### config.mk
export PLATFORM = sky130hd
export DESIGN_NAME = esic_ram
export DESIGN_NICKNAME = d
export VERILOG_FILES = /design/src/hdl/esic_ram.sv
export SDC_FILE = /design/constraint.sdc
export NUM_CORES = 1
export LEC_CHECK = 0
export BUFFER_PORTS_ARGS = -buffer_cell sky130_fd_sc_hd__buf_2
export CAP_MARGIN = 20
export CORE_MARGIN = 10
export CORE_UTILIZATION = 60
export CTS_BUF_LIST = sky130_fd_sc_hd__clkbuf_8 sky130_fd_sc_hd__clkbuf_16
export DETAILED_ROUTE_END_ITERATION = 6
export PLACE_DENSITY = 0.78
export RECOVER_POWER = 50
export SLEW_MARGIN = 20
export SYNTH_ARGS = -nofsm -noshare
export SYNTH_HDL_FRONTEND = slang
export SYNTH_SLANG_ARGS = --single-unit
### constraint.sdc
create_clock -name clk_i -period 2.3 [get_ports clk_i]
set_clock_uncertainty 0.2 [all_clocks]
set_input_delay 0.23 -clock clk_i [delete_from_list [all_inputs] [get_ports clk_i]]
set_output_delay 0.23 -clock clk_i [all_outputs]
set_load 0.02 [all_outputs]
### src/hdl/esic_ram.sv
module esic_ram #(
  parameter int unsigned Width = 8,
  parameter int unsigned Depth = 16
) (
  input  logic                     clk_i,
  input  logic                     we_i,
  input  logic [$clog2(Depth)-1:0] waddr_i,
  input  logic [Width-1:0]         wdata_i,
  input  logic                     re_i,
  input  logic [$clog2(Depth)-1:0] raddr_i,
  output logic [Width-1:0]         rdata_o
);

  logic [Width-1:0] mem_q [Depth];
  logic [Width-1:0] rdata_q;

  always_ff @(posedge clk_i) begin
    if (we_i) begin
      mem_q[waddr_i] <= wdata_i;
    end
    if (re_i) begin
      rdata_q <= mem_q[raddr_i];
    end
  end

  assign rdata_o = rdata_q;

endmodule

==> metrics.yaml, run 1 <==
outcome:
  status: "finished, final reports clean"
hold_path:
  holdPathEnd: "mem_q[8][0]$_DFFE_PP_"
  hold_class: "in -> reg"
  hold_path_startpoint: "waddr_i[1]"
  hold_depth: 3
synthesis:
  syn-cell-area_um2: 5230
  ys_warn_count: 0
  yosys.area.top_type: "edfxtp_1"
  seq_area_frac_synth_pct: 78.1
  synth.area.top_cells: "edfxtp_1, mux4_2, mux4_1, a22oi_1, nor2_1"
  yosysTopAreaCellShare_pct: 78.1
  syn_nets: 248
  netlist_instances: 229
  syn_avg_cell_area_um2: 22.8
  yosys_register_bits: 136
  ys_types: 18
critical_path:
  cp-end-kind: "register"
  critPathRequiredTime_ps: 2350
  reg2reg_depth: 3
  worstPathCellList: "mux4_1, a22oi_1, nand2_1"
  cpLargestDelayFamily: "multiplexers"
  cp.arrival_ps: 1780
  cp_slowest_stage_delay_ps: 530
  r2r_slack_ps: 570
  startpoint_type: "register"
  cp_slowest_cell: "mux4_1"
  reg2reg_to: "rdata_o[5]$_DFFE_PP_"
  timing.rr.start: "mem_q[10][5]$_DFFE_PP_"
  crit_path_max_fanout: 1
  criticalPathCategory: "reg -> reg"
  cp_num_buf_inv: 0
grt:
  grt_first_pass_wirelength_mm: 16.6
  grt_usage_pct: 17.7
  grt_pass1_vias: 2716
  antenna_found_initial: 0
  grt_max_degree: 25
  grt_overflow_total: 0
clocking:
  cts_max_level: 4
  postCtsHoldBufs: 9
  clockRootBuffer: "clkbuf_8"
  clockBufferDepth: 2
  cts_made_buffers: 17
  clkTransAtPathRegs_ps: 60
  postCtsSetupBuffers: 0
  post_cts_resized: 0
  clock_insertion_delay_worst_skew_ps: 520
  cts_sinks: 136
  cts_tree: "yes"
route:
  route.vias.total: 2608
  drtIter0Drc: 251
  wl_per_cell_um: 26.7
  first_pass_iters: 5
  finalWirelength_mm: 10.9
  viasPerCell: 6.38
  ant_nets: 0
  drc: 0
sta:
  slew_headroom_pct: 45.2
  worst_pin_slew_ps: 820
  max_freq_mhz: 579
  fin_crit_ps: 1730
  hold_viol_final: 0
  hold_ws_ps: 98.4
  setup_slack_ps: 574
  fin_crit_sh_pct: 75.0
  setup_violations: 0
  setup_tns_ps: 0
  slew_violations: 0
  rsz0062_at_grt: "false"
pwr:
  fin_total_pwr_uw: 5570
  power_density_nw_per_um2: 903
  seq_power_share_pct: 50.5
  p_leak_uw: 0.00206
  ir_drop_uv: 524
  p_int_uw: 4430
  p_clk_share_pct: 44.4
  switching_share_pct: 20.5
  switching_power_uw: 1140
  comb_power_share_pct: 5.1
floorplan:
  dieArea_um2: 12800
  design.core.area_um2: 8340
  die_width_um: 113
  die_h_um: 113
  ioPinCount: 27
  placementRows: 33
  start_util_pct: 62.7
layout:
  drive_gt1_share_pct: 24.7
  nNetsFinal: 311
  antenna_cells: 0
  syn2layout_area_growth_pct: 18.0
place:
  gp_congestion: 0.790
  port_buffers: 26
  dpl_worst_slack_ps: 296
  dpl.hpwl_mm: 6.29
run:
  drv_cap: 0
[layout by cell type (no fill, tap or decap), types with 4 or more instances in the layout]
cell,Yosys,layout
edfxtp_1,136,136
buf_2,3,20
mux4_2,18,18
a22oi_1,16,16
clkbuf_16,0,16
clkbuf_1,0,16
mux4_1,14,14
nor2_1,13,13
nand2_1,9,9
dlygate4sd3_1,0,9
buf_4,1,7
nor3_1,4,4
clkinvlp_4,0,4
[worst reg2reg max path: stages (launching register included)]
cell	delay, ps
edfxtp_1	390
mux4_1	530
a22oi_1	250
nand2_1	90
[layer usage]
metal	GRT usage, %	part of all wire (%)	vias to the layer above	routed length, um
li1	-	-	1107	-
met1	23.6	43	1363	4690
met2	26.6	48	128	5230
met3	5.65	7.9	10	857
met4	7.11	1.2	0	131
met5	0	0	-	0
[how the worst max path moves through the flow]
stage                     slack (ps)                    from  depth (start not counted)               endpoint
after floorplan                  380              waddr_i[2]                          2  mem_q[0][0]$_DFFE_PP_
after detailed placement         300              raddr_i[0]                          5   rdata_o[5]$_DFFE_PP_
after global placement           310              raddr_i[0]                          5   rdata_o[5]$_DFFE_PP_
final                            570  mem_q[10][5]$_DFFE_PP_                          3   rdata_o[5]$_DFFE_PP_
after global routing             480  mem_q[10][5]$_DFFE_PP_                          3   rdata_o[5]$_DFFE_PP_
after CTS                        570   mem_q[3][6]$_DFFE_PP_                          3   rdata_o[6]$_DFFE_PP_
[cells in the mapped netlist]
cell type	instances
a22oi_1	16
or3b_2	1
nand2b_1	2
clkdlybuf4s25_2	3
mux4_2	18
edfxtp_1	136
and2_1	1
nand3b_1	2
buf_2	3
buf_6	3
nor2_1	13
mux4_1	14
nor3_1	4
nor2b_1	1
buf_4	1
and2b_1	1
nand2_1	9
nand3_1	1
[per-stage QoR]
step | cell area, um^2 | instances | utilization (%)
3_5_place_dp | 5570 | 369 | 66.8
5_1_grt | 6170 | 409 | 73.9
2_1_floorplan | 5230 | 229 | -
6_report | 6170 | 409 | 73.9
4_1_cts | 6210 | 409 | 74.5
3_3_place_gp | 5570 | 369 | 66.8
[power groups by stage]
stage,Combinational (uW),Sequential [uW],Clock [uW]
2_1_floorplan,141,2870,0
3_3_place_gp,265,2860,0
3_5_place_dp,271,2860,0
4_1_cts,288,2810,2510
5_1_grt,304,2810,2620
6_report,283,2810,2480
[registers in the layout (all words and copies together), names as in the netlist]
name,cells
mem_q,128
rdata_o,8
[cell type report]
class                      count  area, um^2
timing repair buffer          54         343
multi-input combinational     83        1060
sequential                   136        4080
clock inverter                14         136
fill                         477        2170
clock buffer                  17         414
tap                          105         131
[kinds of logic (layout without fill, tap and decap cells)]
logic type	after synthesis	count (layout)	synth area share, %
multiplexers	32	32	14.8
buffers and inverters	10	85	1.65
AND/OR/NAND/NOR	35	35	3.14
AO/OA/AOI/OAI	16	16	2.30
flip-flops	136	136	78.1
No activity file was read; power rests on OpenSTA's default activity.
==> inputs of run 2 (changes only) <==
ABC_AREA = 1   (was default)
CORE_UTILIZATION = 61   (was 60)
PLACE_DENSITY = 0.79   (was 0.78)
clock period = 1.65 ns   (was 2.3 ns; I/O delays follow)
==> run 2 against run 1 <==
Worst setup slack got worse by 460 ps; combinational power rose by 80%; core utilization fell by 0.75 points; worst hold slack improved by 120 ps; clock power rose by 46%; global-route usage rose by 1.4 points; first-iteration DRC count rose by 96%; cell count rose by 83%; sequential share of layout area fell by 6.1 points; design area rose by 10%; critical path type is now in -> reg; largest power group unchanged.
==> metrics.yaml, run 2 <==
run:
  drv_cap: 0
grt:
  antenna_found_initial: 0
  grt.met1_usage_pct: 23.3
  met2_usage_pct: 31.4
  grt_overflow_total: 0
  grt_max_degree: 40
  grt_usage_pct: 19.2
  grtUsageMet3_pct: 4.65
  top_usage_layer: "met2"
  grt_pass1_vias: 3954
  grt_first_pass_wirelength_mm: 20.7
sta:
  setup_violations: 0
  worst_pin_slew_ps: 760
  slew_violations: 0
  setup_tns_ps: 0
  fin_crit_ps: 1540
  fin_crit_sh_pct: 93.2
  hold_viol_final: 0
  slew_headroom_pct: 49.3
  rsz0062_at_grt: "false"
  max_freq_mhz: 650
layout:
  fillers: 644
  syn2layout_area_growth_pct: 16.2
  drive_gt1_share_pct: 9.37
  final_common_cell: "nand2_1"
  final_cells: 748
  largest-register: "mem_q"
  antenna_cells: 0
  largest_reg_flops: 128
  nNetsFinal: 626
  mostFrequentLayoutCells: "nand2_1, edfxtp_1, inv_1"
pwr:
  switching_share_pct: 21.5
  p_clk_share_pct: 45.1
  p_leak_uw: 0.00290
  p_int_uw: 6320
  comb_power_share_pct: 6.3
  power_density_nw_per_um2: 1190
  ir_drop_uv: 858
  switching_power_uw: 1730
  seq_power_share_pct: 48.6
critical_path:
  cp-end-kind: "register"
  reg2reg_depth: 6
  startpoint_type: "input port"
  criticalPathCategory: "in -> reg"
  critPathRequiredTime_ps: 1720
  r2r_slack_ps: 250
  reg2reg_to: "rdata_o[5]$_DFFE_PP_"
  timing.rr.start: "mem_q[1][5]$_DFFE_PP_"
  crit_path_max_fanout: 16
  cp.arrival_ps: 1610
clocking:
  cts_made_buffers: 17
  cts_max_level: 4
  clkTransAtPathRegs_ps: 60
  cts_tree: "yes"
  cts_sinks: 136
  clockRootBuffer: "clkbuf_8"
  clockBufferDepth: 2
  clock_insertion_delay_worst_skew_ps: 520
floorplan:
  ioPinCount: 27
  design.core.area_um2: 9280
  die_h_um: 118
  placementRows: 35
  start_util_pct: 63.0
  dieArea_um2: 13900
  die_width_um: 118
route:
  drc: 0
  first_pass_iters: 5
  viasPerCell: 5.39
  ant_nets: 0
  finalWirelength_mm: 13.2
  drtIter0Drc: 493
  wl_per_cell_um: 17.6
  route.vias.total: 4032
synthesis:
  synth_flop_cell: "edfxtp_1"
  synth.area.top_cells: "edfxtp_1, nand2_1, nand3_1, inv_1, buf_6"
  netlist_instances: 551
  ys_warn_count: 0
  async_flop_share_pct: 0
  syn-cell-area_um2: 5850
  yosysTopAreaCellShare_pct: 69.8
  seq_area_frac_synth_pct: 69.8
  yosys.area.top_type: "edfxtp_1"
  syn_avg_cell_area_um2: 10.6
  yosys_register_bits: 136
  synth_most_common_cell: "nand2_1"
  ys_types: 11
  synth_common_cells: "nand2_1, edfxtp_1, inv_1, nand3_1, nor2_1"
  syn_nets: 570
  synth_edf_count: 136
place:
  dpl.cell_count: 706
  port_buffers: 26
  dpl.hpwl_mm: 7.98
  gp_congestion: 0.860
hold_path:
  hold_class: "in -> reg"
  hold_depth: 4
  holdPathEnd: "mem_q[3][0]$_DFFE_PP_"
  hold_path_startpoint: "we_i"
outcome:
  status: "finished, final reports clean"
run 2: changes by cell type in the layout (fill, tap and decap cells not counted), sizes merged, moves of 2 or more:
| cell | before | now |
|---|---|---|
| nand3 | 1 | 97 |
| nor2 | 13 | 17 |
| clkbuf | 33 | 40 |
| buf | 29 | 27 |
| nand2b | 2 | 0 |
| nand2 | 9 | 173 |
| dlygate4sd3 | 9 | 11 |
| nor3 | 4 | 0 |
| inv | 3 | 104 |
| mux4 | 32 | 0 |
| a22oi | 16 | 0 |
run 2: kinds of logic (layout without fill, tap and decap cells):
logic type	count (synthesis)	count (layout)	synth area share, %
and+or+nand+nor	289	289	20.8
DFF	136	136	69.8
buffers and inverters	126	194	9.39
run 2: metal layers:
layer / share of wire (%) / vias up
li1: - / 1895
met1: 41 / 1880
met2: 48 / 219
met3: 8.0 / 38
met4: 3.1 / 0
met5: 0 / -
run 2: power by group through the flow:
stage | clock [uW] | combinational, uW | sequential (uW)
after global routing | 3820 | 559 | 3920
after CTS | 3650 | 514 | 3920
after floorplan | 0 | 273 | 4000
final | 3630 | 508 | 3920
after detailed placement | 0 | 488 | 3990
after global placement | 0 | 474 | 3980
run 2: area by class of cell:
cell class	instances	area [um^2]	share of cell area, %
clock inverter	14	161	2.38
sequential	136	4080	60.1
inverter	102	383	5.64
multi-input combinational	289	1210	17.9
tap	129	161	2.38
clock buffer	17	414	6.10
timing repair buffer	61	377	5.54
run 2: critical path: stages:
cell	delay, ps
dlygate4sd3_1	530
buf_2	220
inv_1	80
buf_4	220
nand3_1	160
nand3_1	160
nand2_1	70
run 2: worst max-delay path by stage:
stage / depth (start not counted) / slack, ps / to / from
3_3_place_gp: 8 / 40 / rdata_o[3]$_DFFE_PP_ / raddr_i[0]
4_1_cts: 7 / 140 / rdata_o[3]$_DFFE_PP_ / raddr_i[2]
2_1_floorplan: 2 / 330 / mem_q[10][0]$_DFFE_PP_ / waddr_i[2]
6_report: 7 / 110 / rdata_o[3]$_DFFE_PP_ / raddr_i[2]
3_5_place_dp: 8 / 20 / rdata_o[5]$_DFFE_PP_ / raddr_i[0]
5_1_grt: 7 / 100 / rdata_o[3]$_DFFE_PP_ / raddr_i[2]
run 2: stage by stage:
step / utilization (%) / power, uW / hold slack [ps] / setup WS (ps) / area [um^2]
floorplan: - / 4280 / 63.9 / 334 / 5850
global placement: 66.5 / 4460 / 329 / 43.0 / 6180
detailed placement: 66.5 / 4470 / 334 / 18.7 / 6180
CTS: 73.9 / 8080 / 60.8 / 138 / 6860
global route: 73.2 / 8300 / 244 / 96.8 / 6790
finish: 73.2 / 8050 / 215 / 112 / 6790
run 2: timing repair:
| item | in CTS | in global routing |
|---|---|---|
| hold buffers | 11 | 0 |
| resized for setup | 0 | 0 |
| buffers inserted | 0 | 0 |
| endpoints found under the hold margin | 144 | 0 |
==> inputs of run 3 (changes only) <==
clock period = 1.7 ns   (was 1.65 ns; I/O delays follow)
==> run 3 against run 2 <==
Register-to-register slack improved by 60 ps; clock-buffer cell count unchanged; cell count decreased by 0.40%; sequential cell count unchanged; via count increased by 0.15%; critical path depth decreased by 6; worst hold slack got worse by 150 ps; die area unchanged; routed wire length increased by 0.65%; power decreased by 7.5%; worst setup slack improved by 96 ps; first-iteration DRC count decreased by 5.9%; critical endpoint is now rdata_o[0].
==> metrics.yaml, run 3 (synthesis results as in run 2) <==
floorplan:
  start_util_pct: 63.0
  design.core.area_um2: 9280
  die_h_um: 118
  ioPinCount: 27
  die_width_um: 118
  dieArea_um2: 13900
  placementRows: 35
route:
  ant_nets: 0
  viasPerCell: 5.42
  drc: 0
  finalWirelength_mm: 13.2
  wl_per_cell_um: 17.8
  route.vias.total: 4038
  drtIter0Drc: 464
  first_pass_iters: 5
grt:
  grt_pass1_vias: 4016
  antenna_found_initial: 0
  grt_first_pass_wirelength_mm: 21.4
  grt_max_degree: 40
  grt_overflow_total: 0
  grt_usage_pct: 19.8
sta:
  slew_headroom_pct: 49.1
  slew_violations: 0
  hold_viol_final: 0
  rsz0062_at_grt: "false"
  fin_crit_sh_pct: 87.8
  setup_violations: 0
  hold_ws_ps: 62.3
  setup_tns_ps: 0
  fin_crit_ps: 1490
  max_freq_mhz: 670
  worst_pin_slew_ps: 763
layout:
  antenna_cells: 0
  mostFrequentLayoutCells: "nand2_1, edfxtp_1, inv_1"
  fillers: 655
  drive_gt1_share_pct: 9.09
  nNetsFinal: 624
  syn2layout_area_growth_pct: 14.7
  largest_reg_flops: 128
  largest-register: "mem_q"
  final_cells: 745
  fin_util_pct: 72.3
  final_common_cell: "nand2_1"
outcome:
  status: "finished, final reports clean"
hold_path:
  hold_class: "in -> reg"
  holdPathEnd: "rdata_o[7]$_DFFE_PP_"
  hold_depth: 4
  hold_path_startpoint: "raddr_i[2]"
critical_path:
  startpoint_type: "register"
  timing.rr.start: "mem_q[7][6]$_DFFE_PP_"
  criticalPathCategory: "reg -> out"
  worstPathCellList: "buf_2"
  reg2reg_depth: 6
  cp_slowest_stage_delay_ps: 420
  crit_path_max_fanout: 1
  cp.arrival_ps: 1120
  critPathRequiredTime_ps: 1330
  cpLargestDelayFamily: "flip-flops"
  cp_slowest_cell: "edfxtp_1"
  reg2reg_to: "rdata_o[6]$_DFFE_PP_"
  cp-end-kind: "output port"
  r2r_slack_ps: 310
  cp_num_buf_inv: 1
pwr:
  p_leak_uw: 0.00288
  power_density_nw_per_um2: 1110
  ir_drop_uv: 842
  fin_total_pwr_uw: 7450
clocking:
  clockBufferDepth: 2
  clkTransAtPathRegs_ps: 60
  cts_tree: "yes"
  cts_max_level: 4
  cts_sinks: 136
  cts_made_buffers: 17
  clock_insertion_delay_worst_skew_ps: 520
  clockRootBuffer: "clkbuf_8"
place:
  gp_congestion: 0.884
  dpl.cell_count: 705
  port_buffers: 26
  dpl.hpwl_mm: 8.10
run:
  drv_cap: 0
## run 3: layout make-up
class | count | area, um^2 | area share (%)
clock inverter | 13 | 91.3 | 1.36
multi-input combinational | 289 | 1210 | 18.1
clock buffer | 17 | 414 | 6.17
inverter | 102 | 383 | 5.71
timing repair buffer | 59 | 362 | 5.39
sequential | 136 | 4080 | 60.9
tap | 129 | 161 | 2.41
## run 3: how the worst max path moves through the flow
| stage | to | slack [ps] | startpoint | cells past startpoint |
|---|---|---|---|---|
| floorplan | mem_q[10][0]$_DFFE_PP_ | 380 | waddr_i[2] | 2 |
| global placement | rdata_o[7]$_DFFE_PP_ | 90 | raddr_i[0] | 8 |
| detailed placement | rdata_o[7]$_DFFE_PP_ | 80 | raddr_i[0] | 8 |
| CTS | rdata_o[0] | 200 | rdata_o[0]$_DFFE_PP_ | 1 |
| global route | rdata_o[0] | 180 | rdata_o[0]$_DFFE_PP_ | 1 |
| finish | rdata_o[0] | 210 | rdata_o[0]$_DFFE_PP_ | 1 |
## run 3: where the power goes
part / internal, uW / switching, uW / total (uW)
Combinational: 145 / 349 / 494
Clock: 1880 / 1270 / 3150
Sequential: 3780 / 21.7 / 3800
## run 3: metrics by stage
step / setup slack (ps) / instance area, um^2
6_report: 207 / 6710
5_1_grt: 184 / 6710
4_1_cts: 203 / 6780
3_5_place_dp: 78.8 / 6170
3_3_place_gp: 88.5 / 6170
2_1_floorplan: 379 / 5850
## run 3: metal layers
layer / wire [um] / up-vias / global-route usage (%)
met5: 0 / - / 0
met3: 1320 / 43 / 5.13
met4: 414 / 0 / 9.97
met2: 6370 / 223 / 32.1
met1: 5140 / 1881 / 24.0
li1: - / 1891 / -
## run 3: what timing repair did
item	4_1_cts	5_1_grt
gates resized for setup	0	0
hold endpoints to repair	144	0
buffers inserted	0	0
hold buffers	10	0
